[config.mk]
export PLATFORM = sky130hd
export DESIGN_NAME = dual_motor_ramp_pwm_sequencer_core_flat
export DESIGN_NICKNAME = d
export VERILOG_FILES = /design/src/dmrp_pkg.sv /design/src/dmrp_if.sv /design/src/dual_motor_ramp_pwm_sequencer_core.sv /design/src/flat_wrapper.sv
export SDC_FILE = /design/constraint.sdc
export NUM_CORES = 1
export LEC_CHECK = 0
export BUFFER_PORTS_ARGS = -buffer_cell sky130_fd_sc_hd__buf_2
export CORE_ASPECT_RATIO = 0.75
export CORE_MARGIN = 5
export CORE_UTILIZATION = 50
export CTS_BUF_LIST = sky130_fd_sc_hd__clkbuf_16
export CTS_CLUSTER_SIZE = 28
export DETAILED_ROUTE_END_ITERATION = 6
export PLACE_DENSITY_LB_ADDON = 0.08
export SLEW_MARGIN = 20
export SYNTH_ARGS = -nofsm -noshare
export SYNTH_HDL_FRONTEND = slang
export SYNTH_SLANG_ARGS = --single-unit
[constraint.sdc]
create_clock -name clock -period 9.7 [get_ports clock]
set_input_delay 2.425 -clock clock [delete_from_list [all_inputs] [get_ports clock]]
set_output_delay 2.425 -clock clock [all_outputs]
set_load 0.05 [all_outputs]
[src/dmrp_pkg.sv]
`default_nettype none

package dmrp_pkg;

   // Full-scale power value; duty = power * period / POWER_SCALE.
   localparam int POWER_SCALE = 100;
   // Highest ramp level a start item may ask for.
   localparam logic [6:0] LEVEL_MAX = 7'd100;

   // Power and product widths (power never exceeds 255).
   localparam int PWR_W       = 8;
   localparam int PROD_W      = 2 * PWR_W;
   localparam int RECIP_SHIFT = PROD_W;
   localparam int EST_W       = 2 * PROD_W;
   localparam int QP_W        = PROD_W + PWR_W;

   // Reciprocal of POWER_SCALE, rounded down, scaled by 2**RECIP_SHIFT.
   localparam logic [PROD_W-1:0] RECIP = PROD_W'((2 ** RECIP_SHIFT) / POWER_SCALE);
   localparam logic [PWR_W-1:0]  SCALE_P = PWR_W'(POWER_SCALE);
   localparam logic [PROD_W-1:0] SCALE_W = PROD_W'(POWER_SCALE);

   // Action codes.
   localparam logic ACTION_TICK  = 1'b0;
   localparam logic ACTION_START = 1'b1;

   // Maneuver codes.
   localparam logic [1:0] MODE_UP_ONLY = 2'd0;
   localparam logic [1:0] MODE_PULSE   = 2'd1;
   localparam logic [1:0] MODE_DOWN    = 2'd2;

   // Configuration register indexes.
   localparam int CSR_IDX_W = 3;
   localparam logic [CSR_IDX_W-1:0] CSR_PWM_PERIOD = 3'd0;
   localparam logic [CSR_IDX_W-1:0] CSR_BRAKE_MODE = 3'd1;
   localparam logic [CSR_IDX_W-1:0] CSR_LEFT_COMP  = 3'd2;
   localparam logic [CSR_IDX_W-1:0] CSR_RIGHT_COMP = 3'd3;
   localparam logic [CSR_IDX_W-1:0] CSR_RAMP_TICKS = 3'd4;
   localparam int CSR_DATA_W = 8;

   // Sequencer phases.
   typedef enum logic [4:0] {
      PH_IDLE     = 5'b00001,
      PH_UP_ONLY  = 5'b00010,
      PH_UP_PULSE = 5'b00100,
      PH_HOLD     = 5'b01000,
      PH_DOWN     = 5'b10000
   } phase_type;

   typedef struct packed {
      logic        action;
      logic [1:0]  mode;
      logic        left_forward;
      logic        right_forward;
      logic [6:0]  target_level;
      logic [15:0] hold_ticks;
   } req_item_type;

   typedef struct packed {
      logic [7:0] left_pos_duty;
      logic [7:0] left_neg_duty;
      logic [7:0] right_pos_duty;
      logic [7:0] right_neg_duty;
      logic       busy_res;
      logic [6:0] current_level;
   } rsp_item_type;

endpackage

`default_nettype wire

[src/dmrp_if.sv]
`default_nettype none

// Input item channel.
interface dmrp_req_if;
   logic                       valid;
   logic                       ready;
   dmrp_pkg::req_item_type     payload;

   modport source (output valid, output payload, input ready);
   modport sink   (input valid, input payload, output ready);
endinterface

// Result item channel.
interface dmrp_rsp_if;
   logic                       valid;
   logic                       ready;
   dmrp_pkg::rsp_item_type     payload;

   modport source (output valid, output payload, input ready);
   modport sink   (input valid, input payload, output ready);
endinterface

`default_nettype wire

[src/dual_motor_ramp_pwm_sequencer_core.sv]
`default_nettype none

// Channel   Dir   Handshake         Content
// req_bus   in    valid/ready       tick or start item
// rsp_bus   out   valid/ready       four duties, busy flag, ramp level
// csr_*     in    csr_wr_en only    pwm_period, brake_mode, comps, ramp_ticks
//
// One item is accepted per cycle unless a stalled result holds the stages.
// The four stages are sequencing, power times period, reciprocal multiply
// and remainder correction with side selection.
// Reset is synchronous and returns the sequencer and registers to defaults.
// A stalled result backs up the stages; up to four items are held in flight.

module dual_motor_ramp_pwm_sequencer_core (
   input  wire logic                                clock,
   input  wire logic                                reset,
   dmrp_req_if.sink                                 req_bus,
   dmrp_rsp_if.source                               rsp_bus,
   input  wire logic                                csr_wr_en,
   input  wire logic [dmrp_pkg::CSR_IDX_W-1:0]      csr_index,
   input  wire logic [dmrp_pkg::CSR_DATA_W-1:0]     csr_wr_data
);

   typedef struct packed {
      logic       apply;
      logic [6:0] level;
      logic       busy;
      logic       left_dir;
      logic       right_dir;
   } s1_type;

   typedef struct packed {
      s1_type                        base;
      logic [dmrp_pkg::PROD_W-1:0]   left_prod;
      logic [dmrp_pkg::PROD_W-1:0]   right_prod;
   } s2_type;

   typedef struct packed {
      s2_type                        mid;
      logic [dmrp_pkg::PROD_W-1:0]   left_q;
      logic [dmrp_pkg::PROD_W-1:0]   right_q;
   } s3_type;

   // Configuration registers.
   logic [7:0] pwm_period_ff;
   logic       brake_mode_ff;
   logic [6:0] left_comp_ff;
   logic [6:0] right_comp_ff;
   logic [7:0] ramp_ticks_ff;

   // Sequencer state.
   dmrp_pkg::phase_type phase_ff, phase_in;
   logic [6:0]  level_ff, level_in;
   logic [6:0]  peak_ff, peak_in;
   logic [15:0] tick_ff, tick_in;
   logic [15:0] hold_ff, hold_in;
   logic        left_dir_ff, left_dir_in;
   logic        right_dir_ff, right_dir_in;
   logic [31:0] duty_hold_ff, duty_hold_in;

   // Stage registers.
   logic   p1_valid_ff, p2_valid_ff, p3_valid_ff, rsp_valid_ff;
   s1_type p1_ff, p1_in;
   s2_type p2_ff, p2_in;
   s3_type p3_ff, p3_in;
   dmrp_pkg::rsp_item_type rsp_item_ff, rsp_item_in;

   logic adv_out, rdy3, rdy2, rdy1, req_acc, hold_write;
   logic apply;
   logic [15:0] tick_next;
   logic [7:0]  dwell;
   logic [6:0]  tgt_sat;

   dmrp_pkg::req_item_type req;

   // Stall chain: a stage takes a new item when it is empty or moves on.
   always_comb begin
      adv_out = !rsp_valid_ff || rsp_bus.ready;
      rdy3    = !p3_valid_ff || adv_out;
      rdy2    = !p2_valid_ff || rdy3;
      rdy1    = !p1_valid_ff || rdy2;
      req_acc = req_bus.valid && rdy1;
   end

   assign req_bus.ready   = rdy1;
   assign rsp_bus.valid   = rsp_valid_ff;
   assign rsp_bus.payload = rsp_item_ff;
   assign req             = req_bus.payload;

   // Configuration writes.
   always_ff @(posedge clock) begin
      if (reset) begin
         pwm_period_ff <= 8'd199;
         brake_mode_ff <= 1'b0;
         left_comp_ff  <= 7'd0;
         right_comp_ff <= 7'd0;
         ramp_ticks_ff <= 8'd1;
      end else if (csr_wr_en) begin
         case (csr_index)
            dmrp_pkg::CSR_PWM_PERIOD: pwm_period_ff <= csr_wr_data;
            dmrp_pkg::CSR_BRAKE_MODE: brake_mode_ff <= csr_wr_data[0];
            dmrp_pkg::CSR_LEFT_COMP:  left_comp_ff  <= csr_wr_data[6:0];
            dmrp_pkg::CSR_RIGHT_COMP: right_comp_ff <= csr_wr_data[6:0];
            dmrp_pkg::CSR_RAMP_TICKS: ramp_ticks_ff <= csr_wr_data;
            default: ;
         endcase
      end
   end

   // Sequencer: next phase, level and counters for the accepted item.
   always_comb begin
      phase_in     = phase_ff;
      level_in     = level_ff;
      peak_in      = peak_ff;
      tick_in      = tick_ff;
      hold_in      = hold_ff;
      left_dir_in  = left_dir_ff;
      right_dir_in = right_dir_ff;
      apply        = 1'b0;
      tick_next    = tick_ff + 16'd1;
      dwell        = (ramp_ticks_ff == 8'd0) ? 8'd1 : ramp_ticks_ff;
      tgt_sat      = (req.target_level > dmrp_pkg::LEVEL_MAX) ?
                     dmrp_pkg::LEVEL_MAX : req.target_level;
      if (req_acc) begin
         if (req.action == dmrp_pkg::ACTION_START) begin
            if (req.mode inside {dmrp_pkg::MODE_UP_ONLY, dmrp_pkg::MODE_PULSE,
                                 dmrp_pkg::MODE_DOWN}) begin
               left_dir_in  = req.left_forward;
               right_dir_in = req.right_forward;
               peak_in      = tgt_sat;
               hold_in      = req.hold_ticks;
               tick_in      = 16'd0;
               if (req.mode == dmrp_pkg::MODE_DOWN) begin
                  phase_in = dmrp_pkg::PH_DOWN;
                  apply    = 1'b1;
               end else if (tgt_sat == 7'd0) begin
                  if (req.mode == dmrp_pkg::MODE_UP_ONLY) begin
                     phase_in = dmrp_pkg::PH_IDLE;
                  end else if (req.hold_ticks == 16'd0) begin
                     // Pulse with no peak and no hold goes straight to ramp down.
                     phase_in = dmrp_pkg::PH_DOWN;
                     level_in = 7'd0;
                     apply    = 1'b1;
                  end else begin
                     phase_in = dmrp_pkg::PH_HOLD;
                  end
               end else begin
                  phase_in = (req.mode == dmrp_pkg::MODE_UP_ONLY) ?
                             dmrp_pkg::PH_UP_ONLY : dmrp_pkg::PH_UP_PULSE;
                  level_in = 7'd1;
                  apply    = 1'b1;
               end
            end
         end else begin
            case (phase_ff)
               dmrp_pkg::PH_IDLE: ;
               dmrp_pkg::PH_HOLD: begin
                  if (tick_next >= hold_ff) begin
                     phase_in = dmrp_pkg::PH_DOWN;
                     level_in = peak_ff;
                     tick_in  = 16'd0;
                     apply    = 1'b1;
                  end else begin
                     tick_in = tick_next;
                  end
               end
               dmrp_pkg::PH_DOWN: begin
                  if (tick_next < {8'd0, dwell}) begin
                     tick_in = tick_next;
                  end else begin
                     tick_in = 16'd0;
                     if (level_ff == 7'd0) begin
                        phase_in = dmrp_pkg::PH_IDLE;
                     end else begin
                        level_in = level_ff - 7'd1;
                        apply    = 1'b1;
                     end
                  end
               end
               dmrp_pkg::PH_UP_ONLY, dmrp_pkg::PH_UP_PULSE: begin
                  if (tick_next < {8'd0, dwell}) begin
                     tick_in = tick_next;
                  end else begin
                     tick_in = 16'd0;
                     if (level_ff < peak_ff) begin
                        level_in = level_ff + 7'd1;
                        apply    = 1'b1;
                     end else if (phase_ff == dmrp_pkg::PH_UP_PULSE) begin
                        if (hold_ff == 16'd0) begin
                           phase_in = dmrp_pkg::PH_DOWN;
                           level_in = peak_ff;
                           apply    = 1'b1;
                        end else begin
                           phase_in = dmrp_pkg::PH_HOLD;
                        end
                     end else begin
                        phase_in = dmrp_pkg::PH_IDLE;
                     end
                  end
               end
               default: ;
            endcase
         end
      end
      p1_in.apply     = apply;
      p1_in.level     = level_in;
      p1_in.busy      = (phase_in != dmrp_pkg::PH_IDLE);
      p1_in.left_dir  = left_dir_in;
      p1_in.right_dir = right_dir_in;
   end

   // Stage two: saturated power times the period.
   always_comb begin
      logic [dmrp_pkg::PWR_W-1:0] lsum, rsum, lpow, rpow;
      lsum = {1'b0, p1_ff.level} + {1'b0, left_comp_ff};
      rsum = {1'b0, p1_ff.level} + {1'b0, right_comp_ff};
      lpow = (lsum > dmrp_pkg::SCALE_P) ? dmrp_pkg::SCALE_P : lsum;
      rpow = (rsum > dmrp_pkg::SCALE_P) ? dmrp_pkg::SCALE_P : rsum;
      p2_in.base       = p1_ff;
      p2_in.left_prod  = dmrp_pkg::PROD_W'(lpow) * dmrp_pkg::PROD_W'(pwm_period_ff);
      p2_in.right_prod = dmrp_pkg::PROD_W'(rpow) * dmrp_pkg::PROD_W'(pwm_period_ff);
   end

   // Stage three: quotient estimate by the scaled reciprocal.
   always_comb begin
      logic [dmrp_pkg::EST_W-1:0] lest, rest;
      lest = dmrp_pkg::EST_W'(p2_ff.left_prod) * dmrp_pkg::EST_W'(dmrp_pkg::RECIP);
      rest = dmrp_pkg::EST_W'(p2_ff.right_prod) * dmrp_pkg::EST_W'(dmrp_pkg::RECIP);
      p3_in.mid     = p2_ff;
      p3_in.left_q  = lest[dmrp_pkg::EST_W-1:dmrp_pkg::RECIP_SHIFT];
      p3_in.right_q = rest[dmrp_pkg::EST_W-1:dmrp_pkg::RECIP_SHIFT];
   end

   // Stage four: correct the estimate by one, then place the duties.
   always_comb begin
      logic [dmrp_pkg::QP_W-1:0]   lqp, rqp;
      logic [dmrp_pkg::PROD_W-1:0] lrem, rrem, lq, rq;
      logic [7:0] lduty, rduty, lpos, lneg, rpos, rneg;
      lqp  = dmrp_pkg::QP_W'(p3_ff.left_q) * dmrp_pkg::QP_W'(dmrp_pkg::SCALE_P);
      rqp  = dmrp_pkg::QP_W'(p3_ff.right_q) * dmrp_pkg::QP_W'(dmrp_pkg::SCALE_P);
      lrem = p3_ff.mid.left_prod - lqp[dmrp_pkg::PROD_W-1:0];
      rrem = p3_ff.mid.right_prod - rqp[dmrp_pkg::PROD_W-1:0];
      lq   = (lrem >= dmrp_pkg::SCALE_W) ?
             p3_ff.left_q + dmrp_pkg::PROD_W'(1) : p3_ff.left_q;
      rq   = (rrem >= dmrp_pkg::SCALE_W) ?
             p3_ff.right_q + dmrp_pkg::PROD_W'(1) : p3_ff.right_q;
      lduty = (lq > dmrp_pkg::PROD_W'(255)) ? 8'd255 : lq[7:0];
      rduty = (rq > dmrp_pkg::PROD_W'(255)) ? 8'd255 : rq[7:0];
      // Brake mode inverts the duty and holds the other side at the period.
      lpos = brake_mode_ff ? pwm_period_ff - lduty : 8'd0;
      lneg = brake_mode_ff ? pwm_period_ff : lduty;
      rpos = brake_mode_ff ? pwm_period_ff - rduty : 8'd0;
      rneg = brake_mode_ff ? pwm_period_ff : rduty;
      // Reverse direction swaps the two sides of a motor.
      if (p3_ff.mid.base.left_dir) begin
         duty_hold_in[7:0]  = lpos;
         duty_hold_in[15:8] = lneg;
      end else begin
         duty_hold_in[7:0]  = lneg;
         duty_hold_in[15:8] = lpos;
      end
      if (p3_ff.mid.base.right_dir) begin
         duty_hold_in[23:16] = rpos;
         duty_hold_in[31:24] = rneg;
      end else begin
         duty_hold_in[23:16] = rneg;
         duty_hold_in[31:24] = rpos;
      end
      hold_write = p3_valid_ff && adv_out && p3_ff.mid.base.apply;
      if (p3_ff.mid.base.apply) begin
         rsp_item_in.left_pos_duty  = duty_hold_in[7:0];
         rsp_item_in.left_neg_duty  = duty_hold_in[15:8];
         rsp_item_in.right_pos_duty = duty_hold_in[23:16];
         rsp_item_in.right_neg_duty = duty_hold_in[31:24];
      end else begin
         rsp_item_in.left_pos_duty  = duty_hold_ff[7:0];
         rsp_item_in.left_neg_duty  = duty_hold_ff[15:8];
         rsp_item_in.right_pos_duty = duty_hold_ff[23:16];
         rsp_item_in.right_neg_duty = duty_hold_ff[31:24];
      end
      rsp_item_in.busy_res      = p3_ff.mid.base.busy;
      rsp_item_in.current_level = p3_ff.mid.base.level;
   end

   // Control and state registers.
   always_ff @(posedge clock) begin
      if (reset) begin
         phase_ff     <= dmrp_pkg::PH_IDLE;
         level_ff     <= 7'd0;
         peak_ff      <= 7'd0;
         tick_ff      <= 16'd0;
         hold_ff      <= 16'd0;
         left_dir_ff  <= 1'b1;
         right_dir_ff <= 1'b1;
         duty_hold_ff <= 32'd0;
         p1_valid_ff  <= 1'b0;
         p2_valid_ff  <= 1'b0;
         p3_valid_ff  <= 1'b0;
         rsp_valid_ff <= 1'b0;
      end else begin
         phase_ff     <= phase_in;
         level_ff     <= level_in;
         peak_ff      <= peak_in;
         tick_ff      <= tick_in;
         hold_ff      <= hold_in;
         left_dir_ff  <= left_dir_in;
         right_dir_ff <= right_dir_in;
         if (hold_write) begin
            duty_hold_ff <= duty_hold_in;
         end
         if (rdy1) begin
            p1_valid_ff <= req_acc;
         end
         if (rdy2) begin
            p2_valid_ff <= p1_valid_ff;
         end
         if (rdy3) begin
            p3_valid_ff <= p2_valid_ff;
         end
         if (adv_out) begin
            rsp_valid_ff <= p3_valid_ff;
         end
      end
   end

   // Stage payloads move with their valid bits.
   always_ff @(posedge clock) begin
      if (rdy1) begin
         p1_ff <= p1_in;
      end
      if (rdy2) begin
         p2_ff <= p2_in;
      end
      if (rdy3) begin
         p3_ff <= p3_in;
      end
      if (adv_out && p3_valid_ff) begin
         rsp_item_ff <= rsp_item_in;
      end
   end

   // The held duties change only when an applying item leaves the last stage.
   a_duty_hold_stable: assert property (@(posedge clock) disable iff (reset)
      !hold_write |=> $stable(duty_hold_ff))
      else $error("held duties changed without a level change");

   // An idle sequencer keeps its tick count cleared.
   a_idle_tick_clear: assert property (@(posedge clock) disable iff (reset)
      (phase_ff == dmrp_pkg::PH_IDLE) |-> (tick_ff == 16'd0))
      else $error("tick count not cleared while idle");

   // While ramping up the level lies between one and the peak.
   a_up_level_range: assert property (@(posedge clock) disable iff (reset)
      (phase_ff == dmrp_pkg::PH_UP_ONLY || phase_ff == dmrp_pkg::PH_UP_PULSE) |->
      (level_ff != 7'd0 && level_ff <= peak_ff))
      else $error("ramp level outside one to peak");

   // The level never passes the saturation limit.
   a_level_max: assert property (@(posedge clock) disable iff (reset)
      level_ff <= dmrp_pkg::LEVEL_MAX)
      else $error("ramp level above limit");

   // An accepted item enters the first stage.
   a_accept_enters: assert property (@(posedge clock) disable iff (reset)
      req_acc |=> p1_valid_ff)
      else $error("accepted item lost at the first stage");

endmodule

`default_nettype wire

[src/flat_wrapper.sv]
// flat-port wrapper written by rule: the top's interface ports become plain ports
module dual_motor_ramp_pwm_sequencer_core_flat 
  (clock, reset, csr_wr_en, csr_index, csr_wr_data, req_bus_valid, req_bus_payload, req_bus_ready, rsp_bus_valid, rsp_bus_payload, rsp_bus_ready);
  dmrp_req_if req_bus_i ();
  dmrp_rsp_if rsp_bus_i ();
  input  wire logic clock;
  input  wire logic reset;
  input  wire logic csr_wr_en;
  input  wire logic [dmrp_pkg::CSR_IDX_W-1:0] csr_index;
  input  wire logic [dmrp_pkg::CSR_DATA_W-1:0] csr_wr_data;
  input wire logic [$bits(req_bus_i.valid)-1:0] req_bus_valid;
  input wire logic [$bits(req_bus_i.payload)-1:0] req_bus_payload;
  output wire logic [$bits(req_bus_i.ready)-1:0] req_bus_ready;
  output wire logic [$bits(rsp_bus_i.valid)-1:0] rsp_bus_valid;
  output wire logic [$bits(rsp_bus_i.payload)-1:0] rsp_bus_payload;
  input wire logic [$bits(rsp_bus_i.ready)-1:0] rsp_bus_ready;
  assign req_bus_i.valid = req_bus_valid;
  assign req_bus_i.payload = req_bus_payload;
  assign req_bus_ready = req_bus_i.ready;
  assign rsp_bus_valid = rsp_bus_i.valid;
  assign rsp_bus_payload = rsp_bus_i.payload;
  assign rsp_bus_i.ready = rsp_bus_ready;
  dual_motor_ramp_pwm_sequencer_core u_core (.clock(clock), .reset(reset), .req_bus(req_bus_i), .rsp_bus(rsp_bus_i), .csr_wr_en(csr_wr_en), .csr_index(csr_index), .csr_wr_data(csr_wr_data));
endmodule
* Word-level counts from Yosys, hierarchy flattened
Index checks and enable logic that the tools add are counted.
** Cells by class
- Add/sub/neg operators :: 11
- Magnitude comparators :: 10
- Multipliers :: 6
- Mux-type cells :: 71
- Reductions and logical operators :: 29
- Equal/unequal tests :: 12
** Operators with widths (number)
- 16-bit 2-to-1 mux :: 8
- 7-bit 2-to-1 mux :: 15
- 8-bit 2-to-1 mux :: 9
- 5-bit 2-to-1 mux :: 14
- 16-bit by 10-bit multiplier with 26-bit output (second input constant) :: 2
- 16-bit by 7-bit greater-or-equal comparator with 1-bit output (second input constant) :: 2
- 16-bit by 8-bit > comparator with 1-bit output (second input constant) :: 2
- 16-bit zero test :: 2
- 8-bit by 8-bit multiplier with 16-bit output :: 2
- 32-bit 2-to-1 mux :: 1
- 16-bit one-hot mux with 2 select lines :: 1
- 16-bit subtractor :: 2
- 10-bit by 5-bit multiplier with 14-bit output (second input constant) :: 2
- 10-bit by 1-bit adder with 11-bit output (second input constant) :: 2
- 7-bit one-hot mux with 3 select lines :: 1
- 1-bit 2-to-1 mux :: 19
- 16-bit by 1-bit adder with 16-bit output (second input constant) :: 1
- 7-bit by 7-bit adder with 8-bit output :: 2
- 16-bit greater-or-equal comparator :: 1
- 8-bit by 7-bit > comparator with 1-bit output (second input constant) :: 2
- 16-bit by 8-bit < comparator with 1-bit output :: 1
- 8-bit subtractor :: 2
- 5-bit one-hot mux with 3 select lines :: 1
- 7-bit zero test :: 2
- other kinds (28) :: 43
** Word-level totals
- Input bits :: 44
- Register bits :: 277
- Word-level logic and storage cells :: 183
- Output and inout bits :: 42

* Logic depth before layout (Yosys ltp)
Gate-level depths: netlist of run 1.
- Word-level depth :: 10
- Mapped depth :: 38
- Mapped depth without buffers :: 36

* Worst setup path after synthesis of run 1
OpenSTA, ideal clock, no wires.
- Path type :: register to register
- Start :: register u_core.p3_ff[2] in the netlist's numbering
- End :: register u_core.rsp_item_ff, in the netlist u_core.rsp_bus.payload[14], data pin
- Arrival :: 7.144 ns
- Setup slack :: 2.285 ns
- Period minus slack after synthesis :: 7.415 ns
- Cell stages (with the launch flop) :: 38
- Path through :: edfxtp_1 > ha_1 > ha_1 > fa_1 > ha_1 > inv_1 > nor2_1 > o21ai_0 > a21oi_1 > o21ai_0 > nand2b_1 > a21o_1 > a21oi_1 > xor2_1 > ha_1 > nand3b_1 > or3_1 > o211ai_2 > (+2 left out) > and3_2 > a21oi_1 > mux2i_1 > and2_2 > clkbuf_2 > buf_1 > nand2_1 > xnor2_1 > ha_1 > inv_1 > o31ai_1 > a221oi_1 > a211oi_1 > o2111ai_1 > nand3_1 > or3_1 > a41oi_1 > a21oi_1
** RTL lines
- start: declaration :: line dual_motor_ramp_pwm_sequencer_core.sv:65 : s3_type p3_ff, p3_in;
- start signal: assignment :: line dual_motor_ramp_pwm_sequencer_core.sv:335 : p3_ff <= p3_in;
- end signal: assignment :: line dual_motor_ramp_pwm_sequencer_core.sv:338 : rsp_item_ff <= rsp_item_in;
- end: declaration :: line dual_motor_ramp_pwm_sequencer_core.sv:66 : dmrp_pkg::rsp_item_type rsp_item_ff, rsp_item_in;

==> impl_metrics.csv, run 1 <==
group,metric,value,unit
status,status,"finished, final reports clean",
timing,final-hold-violation-count,0,
placed_design,dp_hpwl,50.4,mm
synthesis,synthArstFlopShare,0,%
clock_tree,cts-htree-levels,1,
worst_setup_path,endpoint_kind,"flop",
worst_setup_path,critPathSlowestCell,"edfxtp_1",
synthesis,syn_area,26000,um^2
routing,drc_errors,0,
routing,drt_first_pass_iters,6,
worst_setup_path,cp_slowest_stage_delay,0.47,ns
routing,routed-via-count,19400,
worst_setup_path,cp.arrival,8.58,ns
synthesis,ys_warn_count,0,
synthesis,ys_top_cells_by_area,"ha_1 (20%), edfxtp_1 (18%), fa_1 (14%)",
clock_tree,cts_buffer_depth,3,
timing,setup-tns-final,0,ns
worst_setup_path,crit_start,"u_core.p3_ff[3]",
grt,first_global_vias,19300,
clock_tree,clk_pin_slew,0.07,ns
synthesis,synthTopCellsByCount,"ha_1 (418), inv_1 (360), nand2_1 (211), nor2_1 (191), a21oi_1 (183)",
layout,drive_gt1_share,6.69,%
routing,viasPerCell,5.52,
worst_setup_path,rr_worst_depth,36,
layout,register_area,7000,um^2
worst_setup_path,start_kind,"flop",
grt,grt_max_degree,94,
timing,fin_skew,0.0183,ns
worst_setup_path,crit-reg2reg-launch,"u_core.p3_ff[3]",
floorplan,ioPinCount,86,
clock_tree,postCtsHoldBufs,0,
timing,fmax,121,MHz
routing,final_antenna_net_count,0,
clock_tree,cts_resized,0,
layout,area_growth,8.06,%
routing,drt_iter0_drc,1184,
floorplan,rows,72,
routing,avgRoutedWirePerCell,17.9,um
timing,maxSlewViolCount,0,
timing,min_period_over_period,85.4,%
layout,multiInputGateArea,17300,um^2
synthesis,synth.most_common_cell,"ha_1",
floorplan,dieWidth,273,um
worst_setup_path,path_class,"flop to flop",
clock_tree,cts_tree,"yes",
worst_setup_path,rrSetupSlack,1.42,ns
floorplan,die_area,56700,um^2
routing,route.final.wire_length,62.9,mm
timing,worst_pin_slew,1.23,ns
synthesis,synth_edf_count,153,
synthesis,yosys_most_used_dff,"edfxtp_1",
clock_tree,cts_buffers,30,
placed_design,portBuffers,85,
grt,antenna_found_initial,4,
layout,n_fill_cell,4733,
synthesis,yosys.area.top_type,"ha_1",
floorplan,fp.coreArea,51500,um^2
layout,finalNetCount,3431,
worst_setup_path,path_common_cell,"ha_1",
floorplan,start_util,50.4,%
worst_hold_path,min_path_type,"flop to flop",
grt,grt_pass1_wl,102,mm
timing,max_slew_margin,16.0,%
synthesis,postSynthAreaPerCell,9.50,um^2
synthesis,synth_seq_area_share,26.9,%
flow_run,cap_viol_max_count,0,
clock_tree,clkLatencyLatePin,0.58,ns
worst_setup_path,worstSetupEndpoint,"u_core.rsp_bus.payload[12]",
grt,overflow,0,
floorplan,die_h,207,um
synthesis,yosysUniqueCellTypes,92,
clock_tree,cts_setup_buffers,0,
clock_tree,clock-sinks,273,
grt,grtUsageTotal,22.0,%
synthesis,syn_inst,2735,
synthesis,synth-seq-cells,273,
timing,setup_viol,0,
timing,grt_setup_unrepaired,"false",
clock_tree,root_buffer,"clkbuf_16",
worst_setup_path,crit_fanout,15,
synthesis,synth.top_cell.area_share,20.1,%
worst_setup_path,r2r-end,"u_core.rsp_bus.payload[12]",
worst_setup_path,crit_required,10.00,ns
timing,period_minus_slack,8.28,ns
placed_design,gp_congestion,0.917,
==> critical path, delay by kind of cell, from the launching register on <==
family / cells / cell delay (ns)
mux: 2 / 0.24
fa+ha+maj: 7 / 2.22
compound gates: 13 / 2.53
flops: 1 / 0.47
xor+xnor: 3 / 0.48
buf+inv: 3 / 0.24
simple gates: 8 / 1.85
==> worst min path at each step <==
stage                                 from                to  cells past startpoint
after global placement    u_core.p2_ff[36]  u_core.p3_ff[68]                      0
final                     u_core.p2_ff[38]  u_core.p3_ff[70]                      0
after detailed placement  u_core.p2_ff[39]  u_core.p3_ff[71]                      0
after CTS                 u_core.p2_ff[40]  u_core.p3_ff[72]                      0
after global routing      u_core.p2_ff[40]  u_core.p3_ff[72]                      0
after floorplan            u_core.p1_ff[0]  u_core.p2_ff[32]                      0
==> kinds of logic (layout without fill, tap and decap cells) <==
family,Yosys count,after routing,synth area share [%]
XOR/XNOR,120,120,4.07
AO/OA/AOI/OAI,549,549,13.7
other,2,20,0.0289
adder cells (fa/ha/maj),600,600,34.1
buffers and inverters,453,516,6.83
multiplexers,40,40,1.56
AND/OR/NAND/NOR,698,698,12.8
flip-flops,273,273,26.9
==> final cells by class <==
class	count	area share, %
timing repair buffer	99	1.90
clock inverter	24	0.793
inverter	361	4.82
clock buffer	32	2.85
antenna	4	0.0356
multi-input combinational	2023	61.6
tap	703	3.13
sequential	273	24.9
==> flip-flops by register name, summed over array words and instances, names as in the netlist <==
| name | flops |
|---|---|
| u_core.brake_mode_ff | 1 |
| u_core.duty_hold_ff | 32 |
| u_core.hold_ff | 16 |
| u_core.left_comp_ff | 7 |
| u_core.left_dir_ff | 1 |
| u_core.level_ff | 7 |
| u_core.p1_ff | 11 |
| u_core.p1_valid_ff | 1 |
| u_core.p2_ff | 43 |
| u_core.p2_valid_ff | 1 |
| u_core.p3_ff | 59 |
| u_core.p3_valid_ff | 1 |
| u_core.peak_ff | 7 |
| u_core.phase_ff | 5 |
| u_core.pwm_period_ff | 8 |
| u_core.ramp_ticks_ff | 8 |
| u_core.right_comp_ff | 7 |
| u_core.right_dir_ff | 1 |
| u_core.rsp_bus.payload | 40 |
| u_core.rsp_bus.valid | 1 |
| u_core.tick_ff | 16 |
==> layer usage <==
metal,GRT usage (%),share of wire (%),vias to the layer above
met5,0,0,-
met4,3.67,1.5,0
met3,3.09,5.2,60
met2,33.6,43,448
met1,33.8,50,9378
li1,-,-,9555
==> stage by stage <==
stage,std cells,worst slack (ns),hold WS [ns],utilization [%],instance area [um^2]
4_1_cts,3515,1.47,0.421,54.5,28100
6_report,3519,1.42,0.417,54.5,28100
2_1_floorplan,2749,2.29,0.400,-,26000
3_3_place_gp,3459,1.89,0.401,52.5,27100
3_5_place_dp,3459,1.52,0.407,52.5,27100
5_1_grt,3519,0.528,0.425,54.5,28100
==> cells in the final DEF, fill, tap and decap left out, drive strengths merged, types with 86 or more instances in the layout <==
cell | Yosys | routed
dfxtp | 120 | 120
fa | 181 | 181
ha | 418 | 418
o21ai | 86 | 86
nor2 | 191 | 191
nand2 | 211 | 211
a21oi | 184 | 184
buf | 5 | 99
edfxtp | 153 | 153
inv | 360 | 367
Power of run 1 is left out: the tool's default activity adds up to more than one toggle a clock period on the data nets, which glitch-free logic cannot reach.
==> run 2, diff against run 1 <==
--- a/config.mk
+++ b/config.mk
@@ -8,11 +8,12 @@
 export BUFFER_PORTS_ARGS = -buffer_cell sky130_fd_sc_hd__buf_2
 export CORE_ASPECT_RATIO = 0.75
 export CORE_MARGIN = 5
-export CORE_UTILIZATION = 50
+export CORE_UTILIZATION = 40
 export CTS_BUF_LIST = sky130_fd_sc_hd__clkbuf_16
 export CTS_CLUSTER_SIZE = 28
 export DETAILED_ROUTE_END_ITERATION = 6
 export PLACE_DENSITY_LB_ADDON = 0.08
+export SKIP_CTS_REPAIR_TIMING = 1
 export SLEW_MARGIN = 20
 export SYNTH_ARGS = -nofsm -noshare
 export SYNTH_HDL_FRONTEND = slang
==> run 2 against run 1 <==
Sequential share of layout area shrank 0.17 points. Routed wire length grew 4.4%. Flip-flop and latch count is the same. Register-to-register slack gained 0.09 ns. Setup slack gained 0.090 ns. Clock skew grew 0.0053 ns. Hold slack lost 0.0036 ns. Via count shrank 0.94%. Largest cell class unchanged. Highest routed layer unchanged.
==> impl_metrics.csv, run 2 (synthesized netlist as in run 1, its figures left out) <==
group,metric,value,unit
status,status,"finished, final reports clean",
timing,grt_setup_unrepaired,"false",
layout,layout_commonest_cell,"ha_1",
timing,period_minus_slack,8.19,ns
flow_run,cap_viol_max_count,0,
worst_setup_path,rrSetupSlack,1.51,ns
timing,worst_pin_slew,1.02,ns
grt,first_global_vias,19400,
timing,maxSlewViolCount,0,
clock_tree,clkLatencyLatePin,0.59,ns
clock_tree,cts_buffers,31,
layout,finalNetCount,3435,
routing,final_antenna_net_count,0,
worst_setup_path,worstSetupEndpoint,"u_core.rsp_bus.payload[39]",
layout,final_cell_mix,"ha_1 (418), inv_1 (363), nand2_1 (210)",
clock_tree,cts-htree-levels,1,
clock_tree,cts_tree,"yes",
layout,diodes,0,
timing,setup_viol,0,
worst_setup_path,start_kind,"flop",
worst_setup_path,cp.arrival,8.50,ns
routing,route.final.wire_length,65.7,mm
routing,drt_iter0_drc,1204,
worst_setup_path,crit-reg2reg-launch,"u_core.p3_ff[19]",
clock_tree,clk_pin_slew,0.06,ns
routing,drt_first_pass_iters,7,
worst_setup_path,path_common_cell,"ha_1",
worst_setup_path,crit_required,10.01,ns
grt,grt_pass1_wl,106,mm
worst_setup_path,r2r-end,"u_core.rsp_bus.payload[39]",
floorplan,ioPinCount,86,
worst_hold_path,min_path_type,"flop to flop",
worst_setup_path,path_class,"flop to flop",
routing,viasPerCell,5.22,
clock_tree,root_buffer,"clkbuf_16",
layout,area_growth,8.78,%
clock_tree,clock-sinks,273,
worst_setup_path,cp_slowest_stage_delay,0.52,ns
timing,fin_skew,0.0236,ns
floorplan,fp.coreArea,64800,um^2
timing,fmax,122,MHz
floorplan,rows,81,
worst_setup_path,critPathSlowestCell,"or3_1",
timing,min_period_over_period,84.5,%
worst_setup_path,endpoint_kind,"flop",
grt,grt_max_degree,72,
clock_tree,cts_buffer_depth,3,
timing,max_slew_margin,31.7,%
grt,grtUsageTotal,18.5,%
grt,overflow,0,
routing,routed-via-count,19300,
floorplan,die_area,70200,um^2
placed_design,gp_congestion,0.893,
floorplan,dieWidth,304,um
layout,drive_gt1_share,6.82,%
routing,avgRoutedWirePerCell,17.8,um
floorplan,die_h,231,um
floorplan,start_util,40.1,%
placed_design,dp_hpwl,52.0,mm
timing,final-hold-violation-count,0,
worst_setup_path,crit_start,"u_core.p3_ff[19]",
placed_design,portBuffers,85,
worst_setup_path,rr_worst_depth,33,
grt,antenna_found_initial,3,
layout,top_register,"u_core.p3_ff",
layout,largest_register_ffs,59,
routing,drc_errors,0,
timing,setup-tns-final,0,ns
worst_setup_path,crit_fanout,9,
run 2: cell count changes in the layout (fill, tap and decap cells not counted), sizes merged:
cell    previous run  this run
diode              4         0
buf               99       102
bufinv             3         1
inv              367       366
clkbuf            32        33
clkinv            13        16
run 2: per-layer routing:
metal / GRT usage (%) / vias to the layer above / part of all wire [%]
met3: 1.71 / 62 / 3.3
met1: 28.8 / 9323 / 52
met5: 0 / - / 0
li1: - / 9574 / -
met2: 28.2 / 299 / 42
met4: 3.41 / 0 / 1.9
run 2: how the worst min path moves through the flow:
| stage | slack [ns] | start | cells past startpoint | end |
|---|---|---|---|---|
| 4_1_cts | 0.42 | u_core.p3_ff[72] | 0 | u_core.rsp_bus.payload[5] |
| 5_1_grt | 0.42 | u_core.p1_ff[2] | 0 | u_core.p2_ff[34] |
| 3_5_place_dp | 0.41 | u_core.p2_ff[34] | 0 | u_core.p3_ff[66] |
| 3_3_place_gp | 0.40 | u_core.p2_ff[33] | 0 | u_core.p3_ff[65] |
| 6_report | 0.41 | u_core.p3_ff[72] | 0 | u_core.rsp_bus.payload[5] |
| 2_1_floorplan | 0.40 | u_core.p1_ff[0] | 0 | u_core.p2_ff[32] |
run 2: critical path, delay by kind of cell, from the launching register on:
family / cells / cell delay, ns
xor gates and xnor gates: 2 / 0.33
buffers and inverters: 1 / 0.15
adders and majority gates: 6 / 2.05
and+or+nand+nor: 8 / 1.69
AOI/OAI and AO/OA: 16 / 3.19
DFF: 1 / 0.47
run 2: area by class of cell:
| type | instances | area, um^2 |
|---|---|---|
| well taps | 871 | 1090 |
| repair buffers | 102 | 556 |
| multi-input cells | 2023 | 17300 |
| fillers | 6287 | 36500 |
| clock buffers | 33 | 826 |
| clock inverters | 24 | 159 |
| inverters | 361 | 1360 |
| flip-flops and latches | 273 | 7000 |
run 2: per-stage QoR:
stage	area, um^2	util, %	setup WS (ns)	hold slack (ns)	cells
2_1_floorplan	26000	-	2.29	0.400	2749
3_3_place_gp	27300	42.1	1.90	0.403	3630
3_5_place_dp	27300	42.1	1.63	0.406	3630
4_1_cts	28300	43.7	1.55	0.418	3687
5_1_grt	28300	43.7	0.822	0.420	3687
6_report	28300	43.7	1.51	0.414	3687
Power of run 2 is left out for the same reason.
